File: src/design/qapm_pkg.sv
// Shared types, constants and sequencer step codes for the quad attitude PID mixer.
// No dependencies; every other design file refers to it by scoped names.
`default_nettype none

package qapm_pkg;

    localparam int PWM_FREQ_HZ_DEF = 400;

    // Fixed point
    localparam int MIN_PULSE_US = 1000;
    localparam int FRAC_SHIFT   = 24;
    localparam int MIX_W        = 46;
    localparam int W_W          = 36;
    localparam int X_W          = 28;
    localparam int Q_W          = 15;
    localparam int CNT_W        = 12;
    localparam int CNT_MAX      = 4095;

    // Shared multiplier operand widths
    localparam int MUL_A_W = 33;
    localparam int MUL_B_W = 30;
    localparam int PROD_W  = MUL_A_W + MUL_B_W;

    // count = floor((q24 * F + 2^17 * 15625) / (2^18 * 15625))
    localparam int          COUNT_SHIFT = 18;
    localparam int          DIV_ODD     = 15625;
    localparam logic [63:0] HALF_DIV    = 64'd2048000000;
    localparam int          RECIP_SHIFT = 42;
    localparam logic [28:0] RECIP_M     = 29'd281474976;

    // Item field widths and packing
    localparam int S_DATA_W = 192;
    localparam int M_DATA_W = 48;

    // Sequencer steps; a product issued in one step is consumed in the next
    localparam int STEP_W = 6;
    localparam logic [STEP_W-1:0] S_MUL_IP  = 6'd0;   // issue igain * pitch
    localparam logic [STEP_W-1:0] S_MUL_IR  = 6'd1;   // issue igain * roll, update pitch int
    localparam logic [STEP_W-1:0] S_MUL_PP  = 6'd2;   // issue pitch P, update roll int
    localparam logic [STEP_W-1:0] S_MUL_PD  = 6'd3;   // issue pitch D
    localparam logic [STEP_W-1:0] S_MUL_RP  = 6'd4;   // issue roll P
    localparam logic [STEP_W-1:0] S_MUL_RD  = 6'd5;   // issue roll D
    localparam logic [STEP_W-1:0] S_MUL_YAW = 6'd6;   // issue yaw gyro term
    localparam logic [STEP_W-1:0] S_YAW_PT  = 6'd7;
    localparam logic [STEP_W-1:0] S_RT_TY   = 6'd8;
    localparam logic [STEP_W-1:0] S_XY      = 6'd9;
    localparam logic [STEP_W-1:0] S_EF      = 6'd10;
    localparam logic [STEP_W-1:0] S_MOTOR   = 6'd11;  // four motors, eight phases each
    localparam logic [STEP_W-1:0] S_LAST    = 6'd42;

    // Phases of one motor's count conversion
    localparam logic [2:0] PH_CLAMP     = 3'd0;
    localparam logic [2:0] PH_MUL_LO    = 3'd1;
    localparam logic [2:0] PH_MUL_HI    = 3'd2;
    localparam logic [2:0] PH_SUM       = 3'd3;
    localparam logic [2:0] PH_MUL_RECIP = 3'd4;
    localparam logic [2:0] PH_QUOT      = 3'd5;
    localparam logic [2:0] PH_MUL_BACK  = 3'd6;
    localparam logic [2:0] PH_FIX       = 3'd7;

    typedef enum logic [2:0] {
        REG_PITCH_P_GAIN    = 3'd0,
        REG_ROLL_P_GAIN     = 3'd1,
        REG_RATE_D_GAIN     = 3'd2,
        REG_INTEGRAL_GAIN   = 3'd3,
        REG_INTEGRAL_LIMIT  = 3'd4,
        REG_YAW_RATE_GAIN   = 3'd5,
        REG_MAX_POWER_US    = 3'd6,
        REG_OUTPUTS_ENABLED = 3'd7
    } cfg_idx_t;

    typedef enum logic [1:0] {
        ST_IDLE,
        ST_RUN,
        ST_DONE
    } state_t;

    typedef struct packed {
        logic [15:0] pitch_p_gain;
        logic [15:0] roll_p_gain;
        logic [15:0] rate_d_gain;
        logic [15:0] integral_gain;
        logic [14:0] integral_limit;
        logic [15:0] yaw_rate_gain;
        logic [11:0] max_power_us;
        logic        outputs_enabled;
    } cfg_t;

    typedef struct packed {
        logic              load;
        logic              run;
        logic              push;
        logic [STEP_W-1:0] step;
    } ctrl_t;

endpackage

`default_nettype wire

File: src/design/qapm_cfg.sv
// Configuration register file of the quad attitude PID mixer.
// Depends on qapm_pkg for the register index codes and the cfg_t bundle.
`default_nettype none

module qapm_cfg (
    input  wire logic          aclk,
    input  wire logic          aresetn,
    input  wire logic          cfg_wr_en,
    input  wire logic [2:0]    cfg_index,
    input  wire logic [15:0]   cfg_wr_data,
    output qapm_pkg::cfg_t     cfg
);

    qapm_pkg::cfg_t cfg_reg;
    qapm_pkg::cfg_t cfg_next;

    always_comb begin
        cfg_next = cfg_reg;
        if (cfg_wr_en) begin
            unique case (qapm_pkg::cfg_idx_t'(cfg_index))
                qapm_pkg::REG_PITCH_P_GAIN:    cfg_next.pitch_p_gain    = cfg_wr_data;
                qapm_pkg::REG_ROLL_P_GAIN:     cfg_next.roll_p_gain     = cfg_wr_data;
                qapm_pkg::REG_RATE_D_GAIN:     cfg_next.rate_d_gain     = cfg_wr_data;
                qapm_pkg::REG_INTEGRAL_GAIN:   cfg_next.integral_gain   = cfg_wr_data;
                qapm_pkg::REG_INTEGRAL_LIMIT:  cfg_next.integral_limit  = cfg_wr_data[14:0];
                qapm_pkg::REG_YAW_RATE_GAIN:   cfg_next.yaw_rate_gain   = cfg_wr_data;
                qapm_pkg::REG_MAX_POWER_US:    cfg_next.max_power_us    = cfg_wr_data[11:0];
                qapm_pkg::REG_OUTPUTS_ENABLED: cfg_next.outputs_enabled = cfg_wr_data[0];
            endcase
        end
    end

    always_ff @(posedge aclk) begin
        if (!aresetn) begin
            cfg_reg.pitch_p_gain    <= 16'd2560;
            cfg_reg.roll_p_gain     <= 16'd2304;
            cfg_reg.rate_d_gain     <= 16'd56320;
            cfg_reg.integral_gain   <= 16'd5898;
            cfg_reg.integral_limit  <= 15'd25600;
            cfg_reg.yaw_rate_gain   <= 16'd39322;
            cfg_reg.max_power_us    <= 12'd1900;
            cfg_reg.outputs_enabled <= 1'b1;
        end else begin
            cfg_reg <= cfg_next;
        end
    end

    assign cfg = cfg_reg;

endmodule

`default_nettype wire

File: src/design/qapm_mul.sv
// Shared signed multiplier with a registered product.
// Depends on qapm_pkg for the operand widths.
`default_nettype none

module qapm_mul (
    input  wire logic                                   aclk,
    input  wire logic signed [qapm_pkg::MUL_A_W-1:0]    mul_a,
    input  wire logic signed [qapm_pkg::MUL_B_W-1:0]    mul_b,
    output logic signed [qapm_pkg::PROD_W-1:0]          prod
);

    logic signed [qapm_pkg::PROD_W-1:0] prod_reg;

    always_ff @(posedge aclk) begin
        prod_reg <= qapm_pkg::PROD_W'(mul_a) * qapm_pkg::PROD_W'(mul_b);
    end

    assign prod = prod_reg;

endmodule

`default_nettype wire

File: src/design/qapm_ctrl.sv
// Sequencer of the quad attitude PID mixer: input handshake, step counter, result hand-off.
// Depends on qapm_pkg for the state type, step codes and the ctrl_t bundle.
`default_nettype none

module qapm_ctrl (
    input  wire logic       aclk,
    input  wire logic       aresetn,
    input  wire logic       s_tvalid,
    output logic            s_tready,
    input  wire logic       out_free,
    input  wire logic       outputs_enabled,
    output qapm_pkg::ctrl_t ctrl
);

    qapm_pkg::state_t                 state_reg, state_next;
    logic [qapm_pkg::STEP_W-1:0]      step_reg, step_next;

    always_ff @(posedge aclk) begin
        if (!aresetn) begin
            state_reg <= qapm_pkg::ST_IDLE;
            step_reg  <= '0;
        end else begin
            state_reg <= state_next;
            step_reg  <= step_next;
        end
    end

    always_comb begin
        state_next = state_reg;
        step_next  = step_reg;
        s_tready   = 1'b0;
        ctrl.load  = 1'b0;
        ctrl.run   = 1'b0;
        ctrl.push  = 1'b0;
        ctrl.step  = step_reg;
        unique case (state_reg)
            qapm_pkg::ST_IDLE: begin
                s_tready = 1'b1;
                if (s_tvalid) begin
                    ctrl.load  = 1'b1;
                    step_next  = '0;
                    state_next = qapm_pkg::ST_RUN;
                end
            end
            qapm_pkg::ST_RUN: begin
                ctrl.run  = 1'b1;
                step_next = step_reg + 1'b1;
                if (step_reg == qapm_pkg::S_LAST) begin
                    state_next = qapm_pkg::ST_DONE;
                end
            end
            qapm_pkg::ST_DONE: begin
                // hold until the output register can take the beat
                if (out_free) begin
                    ctrl.push  = outputs_enabled;
                    state_next = qapm_pkg::ST_IDLE;
                end
            end
            default: begin
                state_next = qapm_pkg::ST_IDLE;
            end
        endcase
    end

endmodule

`default_nettype wire

File: src/design/qapm_dpath.sv
// Datapath of the quad attitude PID mixer: item registers, integrators, mix and count conversion.
// Depends on qapm_pkg and instantiates the shared multiplier qapm_mul.
`default_nettype none

module qapm_dpath #(
    parameter int PWM_FREQ_HZ = qapm_pkg::PWM_FREQ_HZ_DEF
) (
    input  wire logic                              aclk,
    input  wire logic                              aresetn,
    input  wire qapm_pkg::ctrl_t                   ctrl,
    input  wire qapm_pkg::cfg_t                    cfg,
    input  wire logic [qapm_pkg::S_DATA_W-1:0]     s_tdata,
    input  wire logic                              s_tuser,
    output logic [qapm_pkg::M_DATA_W-1:0]          counts
);

    localparam int MIX_W  = qapm_pkg::MIX_W;
    localparam int PROD_W = qapm_pkg::PROD_W;
    localparam int X_W    = qapm_pkg::X_W;
    localparam int Q_W    = qapm_pkg::Q_W;
    localparam int CNT_W  = qapm_pkg::CNT_W;

    localparam logic signed [MIX_W-1:0] LO_Q24 =
        MIX_W'(qapm_pkg::MIN_PULSE_US) <<< qapm_pkg::FRAC_SHIFT;
    localparam logic [63:0] CNT_BIAS =
        64'(qapm_pkg::MIN_PULSE_US) * 64'(PWM_FREQ_HZ) * (64'd1 << qapm_pkg::FRAC_SHIFT)
        + qapm_pkg::HALF_DIV;

    // captured item
    logic [qapm_pkg::S_DATA_W-1:0] item_reg;
    logic                          fly_reg;

    logic signed [15:0] pa, ra, pc, rc;
    logic signed [17:0] yg, sr, sp, hr, hp, yc;
    logic signed [19:0] th;

    assign pa = $signed(item_reg[15:0]);
    assign ra = $signed(item_reg[31:16]);
    assign pc = $signed(item_reg[47:32]);
    assign rc = $signed(item_reg[63:48]);
    assign yg = $signed(item_reg[81:64]);
    assign th = $signed(item_reg[101:82]);
    assign sr = $signed(item_reg[119:102]);
    assign sp = $signed(item_reg[137:120]);
    assign hr = $signed(item_reg[155:138]);
    assign hp = $signed(item_reg[173:156]);
    assign yc = $signed(item_reg[191:174]);

    // shared multiplier
    logic signed [qapm_pkg::MUL_A_W-1:0] mul_a;
    logic signed [qapm_pkg::MUL_B_W-1:0] mul_b;
    logic signed [PROD_W-1:0]            prod;

    qapm_mul u_mul (
        .aclk  (aclk),
        .mul_a (mul_a),
        .mul_b (mul_b),
        .prod  (prod)
    );

    // integrators and mix terms
    logic signed [15:0]       pi_reg, ri_reg;
    logic signed [MIX_W-1:0]  acc_p_reg, acc_r_reg, yt_reg, pt_reg, rt_reg;
    logic signed [MIX_W-1:0]  u_reg, v_reg, tys_reg, tyd_reg, xs_reg, ys_reg, e_reg, f_reg;

    // count conversion
    logic [qapm_pkg::W_W-1:0] w_reg;
    logic [26:0]              low_reg;
    logic [X_W-1:0]           x_reg;
    logic [Q_W-1:0]           q_reg;
    logic [CNT_W-1:0]         cnt_reg [4];

    // step decode
    logic [qapm_pkg::STEP_W-1:0] rel;
    logic [1:0]                  motor;
    logic [2:0]                  phase;
    logic                        in_motor;

    assign rel      = ctrl.step - qapm_pkg::S_MOTOR;
    assign motor    = rel[4:3];
    assign phase    = rel[2:0];
    assign in_motor = (ctrl.step >= qapm_pkg::S_MOTOR);

    function automatic logic signed [15:0] int_step(
        input logic signed [15:0]       acc,
        input logic signed [PROD_W-1:0] p,
        input logic [14:0]              lim
    );
        logic signed [PROD_W-1:0] rnd;
        logic signed [18:0]       sum;
        logic signed [18:0]       lim_s;
        rnd   = (p + $signed(PROD_W'(32768))) >>> 16;
        sum   = 19'(acc) + 19'(rnd);
        lim_s = $signed({4'b0000, lim});
        if (sum > lim_s) begin
            sum = lim_s;
        end else if (sum < -lim_s) begin
            sum = -lim_s;
        end
        return 16'(sum);
    endfunction

    // operand select for the shared multiplier
    always_comb begin
        mul_a = '0;
        mul_b = '0;
        if (in_motor) begin
            unique case (phase)
                qapm_pkg::PH_MUL_LO: begin
                    mul_a = qapm_pkg::MUL_A_W'(w_reg[17:0]);
                    mul_b = qapm_pkg::MUL_B_W'(PWM_FREQ_HZ);
                end
                qapm_pkg::PH_MUL_HI: begin
                    mul_a = qapm_pkg::MUL_A_W'(w_reg[35:18]);
                    mul_b = qapm_pkg::MUL_B_W'(PWM_FREQ_HZ);
                end
                qapm_pkg::PH_MUL_RECIP: begin
                    mul_a = qapm_pkg::MUL_A_W'(x_reg);
                    mul_b = qapm_pkg::MUL_B_W'(qapm_pkg::RECIP_M);
                end
                qapm_pkg::PH_MUL_BACK: begin
                    mul_a = qapm_pkg::MUL_A_W'(q_reg);
                    mul_b = qapm_pkg::MUL_B_W'(qapm_pkg::DIV_ODD);
                end
                default: begin
                    mul_a = '0;
                    mul_b = '0;
                end
            endcase
        end else begin
            unique case (ctrl.step)
                qapm_pkg::S_MUL_IP: begin
                    mul_a = qapm_pkg::MUL_A_W'(pa);
                    mul_b = qapm_pkg::MUL_B_W'(cfg.integral_gain);
                end
                qapm_pkg::S_MUL_IR: begin
                    mul_a = qapm_pkg::MUL_A_W'(ra);
                    mul_b = qapm_pkg::MUL_B_W'(cfg.integral_gain);
                end
                qapm_pkg::S_MUL_PP: begin
                    mul_a = qapm_pkg::MUL_A_W'(pa);
                    mul_b = qapm_pkg::MUL_B_W'(cfg.pitch_p_gain);
                end
                qapm_pkg::S_MUL_PD: begin
                    mul_a = qapm_pkg::MUL_A_W'(pc);
                    mul_b = qapm_pkg::MUL_B_W'(cfg.rate_d_gain);
                end
                qapm_pkg::S_MUL_RP: begin
                    mul_a = qapm_pkg::MUL_A_W'(ra);
                    mul_b = qapm_pkg::MUL_B_W'(cfg.roll_p_gain);
                end
                qapm_pkg::S_MUL_RD: begin
                    mul_a = qapm_pkg::MUL_A_W'(rc);
                    mul_b = qapm_pkg::MUL_B_W'(cfg.rate_d_gain);
                end
                qapm_pkg::S_MUL_YAW: begin
                    mul_a = qapm_pkg::MUL_A_W'(yg);
                    mul_b = qapm_pkg::MUL_B_W'(cfg.yaw_rate_gain);
                end
                default: begin
                    mul_a = '0;
                    mul_b = '0;
                end
            endcase
        end
    end

    // motor width select, clamp and reduction steps
    logic [11:0]              pwr_top;
    logic signed [MIX_W-1:0]  hi_q24;
    logic signed [MIX_W-1:0]  m_sel;
    logic signed [MIX_W-1:0]  m_clamp;
    logic [qapm_pkg::W_W-1:0] w_next;
    logic [26:0]              low_next;
    logic [X_W-1:0]           x_next;
    logic [X_W-1:0]           rem;
    logic [Q_W:0]             q_fix;
    logic [CNT_W-1:0]         cnt_fix;

    always_comb begin
        pwr_top = (cfg.max_power_us < 12'(qapm_pkg::MIN_PULSE_US))
                ? 12'(qapm_pkg::MIN_PULSE_US) : cfg.max_power_us;
        hi_q24  = $signed(MIX_W'(pwr_top) << qapm_pkg::FRAC_SHIFT);
        unique case (motor)
            2'd0: m_sel = tys_reg + e_reg;
            2'd1: m_sel = tyd_reg + f_reg;
            2'd2: m_sel = tyd_reg - f_reg;
            2'd3: m_sel = tys_reg - e_reg;
        endcase
        if (m_sel > hi_q24) begin
            m_clamp = hi_q24;
        end else if (m_sel < LO_Q24) begin
            m_clamp = LO_Q24;
        end else begin
            m_clamp = m_sel;
        end
        // paused: every motor sits at the minimum pulse
        w_next   = fly_reg ? qapm_pkg::W_W'(m_clamp - LO_Q24) : '0;
        low_next = 27'((CNT_BIAS + 64'(prod[X_W-1:0])) >> qapm_pkg::COUNT_SHIFT);
        x_next   = prod[X_W-1:0] + X_W'(low_reg);
        rem      = x_reg - prod[X_W-1:0];
        q_fix    = (Q_W + 1)'(q_reg) + (Q_W + 1)'(rem >= X_W'(qapm_pkg::DIV_ODD));
        cnt_fix  = (q_fix > (Q_W + 1)'(qapm_pkg::CNT_MAX))
                 ? CNT_W'(qapm_pkg::CNT_MAX) : q_fix[CNT_W-1:0];
    end

    // item capture and payload registers
    always_ff @(posedge aclk) begin
        if (ctrl.load) begin
            item_reg <= s_tdata;
            fly_reg  <= s_tuser;
        end
        if (ctrl.run) begin
            if (in_motor) begin
                unique case (phase)
                    qapm_pkg::PH_CLAMP:     w_reg   <= w_next;
                    qapm_pkg::PH_MUL_LO:    ;
                    qapm_pkg::PH_MUL_HI:    low_reg <= low_next;
                    qapm_pkg::PH_SUM:       x_reg   <= x_next;
                    qapm_pkg::PH_MUL_RECIP: ;
                    qapm_pkg::PH_QUOT:      q_reg   <= prod[qapm_pkg::RECIP_SHIFT +: Q_W];
                    qapm_pkg::PH_MUL_BACK:  ;
                    qapm_pkg::PH_FIX:       cnt_reg[motor] <= cnt_fix;
                endcase
            end else begin
                unique case (ctrl.step)
                    qapm_pkg::S_MUL_PD:  acc_p_reg <= MIX_W'(prod);
                    qapm_pkg::S_MUL_RP:  acc_p_reg <= acc_p_reg + MIX_W'(prod);
                    qapm_pkg::S_MUL_RD:  acc_r_reg <= MIX_W'(prod);
                    qapm_pkg::S_MUL_YAW: acc_r_reg <= acc_r_reg + MIX_W'(prod);
                    qapm_pkg::S_YAW_PT: begin
                        yt_reg <= MIX_W'(prod) - (MIX_W'(yc) <<< 16);
                        pt_reg <= (acc_p_reg <<< 8) + (MIX_W'(pi_reg) <<< 16);
                        u_reg  <= (MIX_W'(sr) + MIX_W'(hr) - MIX_W'(sp) - MIX_W'(hp)) <<< 15;
                        v_reg  <= (MIX_W'(sr) + MIX_W'(hr) + MIX_W'(sp) + MIX_W'(hp)) <<< 15;
                    end
                    qapm_pkg::S_RT_TY: begin
                        rt_reg  <= (acc_r_reg <<< 8) + (MIX_W'(ri_reg) <<< 16);
                        tys_reg <= (MIX_W'(th) <<< 16) + yt_reg;
                        tyd_reg <= (MIX_W'(th) <<< 16) - yt_reg;
                    end
                    qapm_pkg::S_XY: begin
                        xs_reg <= pt_reg - rt_reg;
                        ys_reg <= pt_reg + rt_reg;
                    end
                    qapm_pkg::S_EF: begin
                        e_reg <= u_reg + xs_reg;
                        f_reg <= v_reg - ys_reg;
                    end
                    default: ;
                endcase
            end
        end
    end

    // integrators advance only while flying
    always_ff @(posedge aclk) begin
        if (!aresetn) begin
            pi_reg <= '0;
            ri_reg <= '0;
        end else if (ctrl.run && fly_reg) begin
            if (ctrl.step == qapm_pkg::S_MUL_IR) begin
                pi_reg <= int_step(pi_reg, prod, cfg.integral_limit);
            end
            if (ctrl.step == qapm_pkg::S_MUL_PP) begin
                ri_reg <= int_step(ri_reg, prod, cfg.integral_limit);
            end
        end
    end

    assign counts = {cnt_reg[3], cnt_reg[2], cnt_reg[1], cnt_reg[0]};

    a_int_hold_paused: assert property (@(posedge aclk) disable iff (!aresetn)
        (ctrl.run && !fly_reg) |=> ($stable(pi_reg) && $stable(ri_reg)))
        else $error("integrator moved while paused");

endmodule

`default_nettype wire

File: src/design/quad_attitude_pid_mixer.sv
// Top level of the quad attitude PID mixer: streaming ports, config port, output register.
// Depends on qapm_pkg; instantiates qapm_cfg, qapm_ctrl and qapm_dpath.
//
// Usage:
//   One beat on the s_ channel is one control tick: angles, angle changes, yaw gyro, thrust,
//   roll/pitch/yaw commands in tdata and the fly flag in tuser. Each accepted beat yields one
//   m_ beat with four 12-bit PWM off counts, or none while outputs_enabled is 0 (the
//   integrators still advance then).
//   Timing: the tick runs through a step sequencer around one shared multiplier: 7 PID
//   products, then 4 products per motor for the pulse-to-count conversion, 43 steps in all.
//   The result beat becomes valid in the same cycle that s_tready returns.
//   s_tready is low while a tick is in work.
//   Stall: the result sits in an output register, so a new tick is accepted while m_tready is
//   low; a finished tick waits in the done state until that register frees up.
//   Reset (aresetn low, synchronous): config registers take their defaults, both integrators
//   clear to zero, the sequencer goes idle and m_tvalid drops.
//   Config writes (cfg_wr_en, cfg_index, cfg_wr_data) take effect at the next edge and are
//   meant for idle periods only.
`default_nettype none

module quad_attitude_pid_mixer #(
    parameter int PWM_FREQ_HZ = qapm_pkg::PWM_FREQ_HZ_DEF
) (
    input  wire logic                              aclk,
    input  wire logic                              aresetn,
    // s_tdata, lowest bit up: pitch_angle[16], roll_angle[16], pitch_change[16],
    // roll_change[16], yaw_gyro[18], thrust_command[20], stick_roll[18], stick_pitch[18],
    // hold_roll[18], hold_pitch[18], yaw_command[18]
    input  wire logic [qapm_pkg::S_DATA_W-1:0]     s_tdata,
    input  wire logic                              s_tuser,   // fly
    input  wire logic                              s_tvalid,
    output logic                                   s_tready,
    // m_tdata, lowest bit up: motor_front_count[12], motor_second_count[12],
    // motor_third_count[12], motor_fourth_count[12]
    output logic [qapm_pkg::M_DATA_W-1:0]          m_tdata,
    output logic                                   m_tvalid,
    input  wire logic                              m_tready,
    input  wire logic                              cfg_wr_en,
    input  wire logic [2:0]                        cfg_index,
    input  wire logic [15:0]                       cfg_wr_data
);

    qapm_pkg::cfg_t  cfg;
    qapm_pkg::ctrl_t ctrl;

    logic                          out_free;
    logic [qapm_pkg::M_DATA_W-1:0] counts;
    logic                          m_tvalid_reg, m_tvalid_next;
    logic [qapm_pkg::M_DATA_W-1:0] m_tdata_reg;

    qapm_cfg u_cfg (
        .aclk        (aclk),
        .aresetn     (aresetn),
        .cfg_wr_en   (cfg_wr_en),
        .cfg_index   (cfg_index),
        .cfg_wr_data (cfg_wr_data),
        .cfg         (cfg)
    );

    qapm_ctrl u_ctrl (
        .aclk            (aclk),
        .aresetn         (aresetn),
        .s_tvalid        (s_tvalid),
        .s_tready        (s_tready),
        .out_free        (out_free),
        .outputs_enabled (cfg.outputs_enabled),
        .ctrl            (ctrl)
    );

    qapm_dpath #(
        .PWM_FREQ_HZ (PWM_FREQ_HZ)
    ) u_dpath (
        .aclk    (aclk),
        .aresetn (aresetn),
        .ctrl    (ctrl),
        .cfg     (cfg),
        .s_tdata (s_tdata),
        .s_tuser (s_tuser),
        .counts  (counts)
    );

    // output register: free when empty or when the current beat leaves this cycle
    assign out_free = !m_tvalid_reg || m_tready;

    always_comb begin
        m_tvalid_next = m_tvalid_reg;
        if (ctrl.push) begin
            m_tvalid_next = 1'b1;
        end else if (m_tready) begin
            m_tvalid_next = 1'b0;
        end
    end

    always_ff @(posedge aclk) begin
        if (!aresetn) begin
            m_tvalid_reg <= 1'b0;
        end else begin
            m_tvalid_reg <= m_tvalid_next;
        end
    end

    // load the counts with the push; hold them while stalled
    always_ff @(posedge aclk) begin
        if (ctrl.push) begin
            m_tdata_reg <= counts;
        end
    end

    assign m_tvalid = m_tvalid_reg;
    assign m_tdata  = m_tdata_reg;

    a_no_overwrite: assert property (@(posedge aclk) disable iff (!aresetn)
        ctrl.push |-> (!m_tvalid_reg || m_tready))
        else $error("result pushed over an undelivered beat");

    a_busy_after_accept: assert property (@(posedge aclk) disable iff (!aresetn)
        (s_tvalid && s_tready) |=> !s_tready)
        else $error("input taken again while a tick is in work");

endmodule

`default_nettype wire
File: config.mk
export PLATFORM = sky130hd
export DESIGN_NAME = quad_attitude_pid_mixer
export DESIGN_NICKNAME = d
export VERILOG_FILES = /design/src/design/qapm_pkg.sv /design/src/design/qapm_cfg.sv /design/src/design/qapm_mul.sv /design/src/design/qapm_ctrl.sv /design/src/design/qapm_dpath.sv /design/src/design/quad_attitude_pid_mixer.sv
export SDC_FILE = /design/constraint.sdc
export NUM_CORES = 2
export LEC_CHECK = 0
export BUFFER_PORTS_ARGS = -buffer_cell sky130_fd_sc_hd__buf_2
export CAP_MARGIN = 25
export CELL_PAD_IN_SITES_DETAIL_PLACEMENT = 2
export CELL_PAD_IN_SITES_GLOBAL_PLACEMENT = 2
export CORE_UTILIZATION = 45
export CTS_BUF_LIST = sky130_fd_sc_hd__clkbuf_8 sky130_fd_sc_hd__clkbuf_16
export DETAILED_ROUTE_END_ITERATION = 6
export PLACE_DENSITY = 0.84
export SYNTH_ARGS = -nofsm -noshare
export SYNTH_HDL_FRONTEND = slang
export SYNTH_SLANG_ARGS = --single-unit
File: constraint.sdc
create_clock -name aclk -period 34.6 [get_ports aclk]
set_input_delay 1.73 -clock aclk [delete_from_list [all_inputs] [get_ports aclk]]
set_output_delay 1.73 -clock aclk [all_outputs]
set_load 0.005 [all_outputs]
==> flow_metrics.py <==
metrics = {
    "setup_path": {
        "setup.worst_path.class": "reg -> reg",
        "cp-start-kind": "flip-flop",
        "cp_buf_inv_count": 8,
        "reg2reg_from": "u_ctrl.step_reg[1]",
        "crit_path_end_kind": "flip-flop",
        "worst-path-max-fanout": 17,
        "cpLargestDelayFamily": "adder cells",
        "setup.reg_to_reg.worst_slack_ns": 21.91,
        "critPathMaxStageDelay_ns": 0.94,
        "critical_path_arrival_ns": 13.39,
        "cell_with_the_biggest_individual_delay_on_the_critical_path": "a22oi_1",
        "critPathRequiredTime_ns": 35.30,
        "reg2reg_to": "u_dpath.u_mul.prod[54]",
        "ff2ff_path_depth": 37,
    },
    "finish": {
        "drive_above_1_share_pct": 7.23,
        "largest_register_ff_count": 192,
        "p_r_area_growth_vs_syn_pct": 10.5,
        "most_common_library_cell_in_the_layout_ignoring_fill_and_taps": "inv_1",
        "final_layout_fill_cell_count": 21200,
        "post_layout_net_count": 11600,
        "final-seq-area_sq_um": 30700,
        "final_cell_mix": "inv_1, ha_1, edfxtp_1, nor2_1, nand2_1",
        "multi_input_comb_area_sq_um": 56500,
    },
    "floorplan": {
        "initial_core_util_pct": 45.3,
        "floorplan.die_area_sq_um": 208000,
        "die_y_um": 456,
        "floorplan.core_area_sq_um": 205000,
        "num_io_pins": 267,
        "die_x_um": 456,
        "placement_rows": 166,
    },
    "timing": {
        "share_of_the_clock_period_used_by_the_worst_path_after_layout_pct": 36.7,
        "period_minus_slack_ns": 12.69,
        "setup_ws_ns": 21.91,
        "worst_pin_slew_ns": 1.23,
        "max_clock_freq_ghz": 0.0788,
        "clock-skew-final_ns": 0.0781,
        "maxSlewHeadroom_pct": 17.9,
        "rsz_0062_raised_after_global_routing": "false",
        "final_max_slew_viol_count": 0,
        "report.final.hold_viol_count": 0,
        "totalNegativeSetupSlack_ns": 0,
        "setup-violations-final": 0,
    },
    "cts": {
        "htreeDepth": 4,
        "tritoncts_sinks": 1090,
        "post_cts_hold_buffer_count": 0,
        "clk_latency_ns": 0.87,
        "cts_made_buffers": 135,
        "cts.path.max_buffers": 3,
        "clockRootBuffer": "clkbuf_16",
        "tritoncts": "done",
        "clk_transition_reported_paths_ns": 0.06,
        "post_cts_resized": 0,
        "post-cts-setup-buffers": 0,
    },
    "power": {
        "p_leak_uw": 0.0449,
        "totalPowerFinal_uw": 10200,
        "vdd_drop_max_mv": 0.167,
        "powerDensity_nw_per_um2": 99.6,
    },
    "global_route": {
        "top_usage_layer": "met2",
        "grt_antenna_before_repair": 69,
        "global_route.usage.met1_pct": 43.1,
        "grt_util_all_layers_pct": 41.1,
        "gr_ovfl_total": 0,
        "first_global_vias": 90200,
        "wire_length_of_the_first_global_routing_pass_mm": 627,
        "met3_usage_pct": 11.9,
        "grt_start_max_net_pins": 147,
        "met2_usage_pct": 68.6,
    },
    "placement": {
        "io_buffer_count": 266,
        "detailedPlacementHpwl_mm": 311,
        "gp_congestion": 0.953,
        "dp_worst_setup_slack_ns": 23.38,
    },
    "detailed_routing": {
        "routed-via-count": 80400,
        "route.final.wire_length_mm": 433,
        "final_antenna_net_count": 0,
        "route.detailed.drc": 16,
        "detail_route.first_pass.iterations": 7,
        "wl_per_cell_um": 34.3,
        "mean_number_of_vias_per_cell": 6.36,
        "dr.first_iter.drc_count": 6906,
    },
    "yosys": {
        "synth-warning-count": 0,
        "synth_top_cell_by_area": "edfxtp_1",
        "synth_largest_type_area_fraction_pct": 28.6,
        "yosys.cell_types.count": 96,
        "synth_async_sr_flop_share_pct": 0,
        "post_synth_main_area_contributors": "edfxtp_1, fa_1, ha_1, inv_1, xnor2_1",
        "syn_avg_cell_area_sq_um": 9.73,
        "syn_inst": 9532,
        "ys_seq_area_share_pct": 33.1,
        "synth_edf_count": 884,
        "ys_seq_elements": 1090,
        "synth_flop_cell": "edfxtp_1",
        "synthesis.area_sq_um": 92700,
    },
    "run": {
        "max_cap_violations": 0,
    },
    "worst_hold_path": {
        "hold_path_depth": 0,
        "hold_end": "u_dpath.q_reg[10]",
        "hold_path_startpoint": "u_dpath.u_mul.prod[52]",
        "hold_path.class": "reg -> reg",
    },
    "status": {
        "violations": "design-rule violations",
        "outcome": "finished, violations left",
    },
}
[area by class of cell]
cell class	count	area share (%)
Tap cell	2688	3.28
Timing Repair Buffer	387	2.42
Clock buffer	143	3.44
Inverter	1263	4.63
Clock inverter	104	1.06
Antenna cell	46	0.112
Multi-Input combinational cell	6923	55.1
Sequential cell	1090	29.9
[how the worst max path moves through the flow]
stage | from | to | slack (ns) | cells after the start
6_report | u_ctrl.step_reg[1] | u_dpath.u_mul.prod[54] | 21.91 | 37
5_1_grt | u_ctrl.step_reg[1] | u_dpath.u_mul.prod[54] | 21.73 | 37
4_1_cts | u_ctrl.step_reg[1] | u_dpath.u_mul.prod[54] | 22.64 | 34
3_5_place_dp | u_ctrl.step_reg[1] | u_dpath.u_mul.prod[55] | 23.38 | 37
3_3_place_gp | u_ctrl.step_reg[1] | u_dpath.u_mul.prod[54] | 23.92 | 36
2_1_floorplan | u_ctrl.step_reg[0] | u_dpath.pt_reg[10] | 18.58 | 4
[cells in the mapped netlist (97+ instances only)]
cell and number:
o21ai_0 345, and3_1 97, nand3_1 178, nand2_1 814, xnor2_1 512, clkbuf_1 238
fa_1 652, a21oi_1 612, edfxtp_1 884, o21a_1 97, dfxtp_1 206, ha_1 973
nor3_1 157, a21o_1 172, xor2_1 186, inv_1 1260, o21bai_1 101, nor2b_1 101
nor2_1 825, nand2b_1 110
[cell families (layout without fill, tap and decap cells)]
logic type	after synthesis	count (layout)	share of synthesized area, %
fa+ha+maj	1625	1625	27.2
xor+xnor	698	698	6.59
simple gates	2628	2628	13.0
compound gates	1900	1900	13.2
other cells	2	52	0.00810
buf+inv	1523	1897	6.18
mux	66	66	0.723
flops	1090	1090	33.1
[stage by stage]
stage | std cells | hold slack [ns] | util [%] | cell area, sq um
final | 12600 | 0.408 | 50.0 | 102000
after global routing | 12600 | 0.423 | 50.0 | 102000
after CTS | 12600 | 0.410 | 49.8 | 102000
after detailed placement | 12300 | 0.390 | 47.6 | 97500
after global placement | 12300 | 0.393 | 47.5 | 97400
after floorplan | 9536 | 0.386 | - | 92800
[report_power, final]
part           leakage (uW)  switching, uW  internal (uW)
logic                0.0329           4410           2550
registers           0.00972            112           1600
clock network       0.00228            705            835
[routing by layer]
layer / vias to the layer above / share of wire [%]
li1: 33300 / -
met1: 41100 / 35
met5: - / 0.054
met4: 32 / 9.5
met3: 1891 / 7.7
met2: 4118 / 48
[worst reg2reg max path, delay by kind of cell, from the launching register on]
family	cells	cell delay, ns
AO/OA/AOI/OAI	10	3.44
XOR/XNOR	1	0.15
adder cells (fa/ha/maj)	11	5.22
buffers and inverters	8	1.17
flip-flops	1	0.53
AND/OR/NAND/NOR	7	2.03
Note: power is estimated with default switching activity, not from simulation.
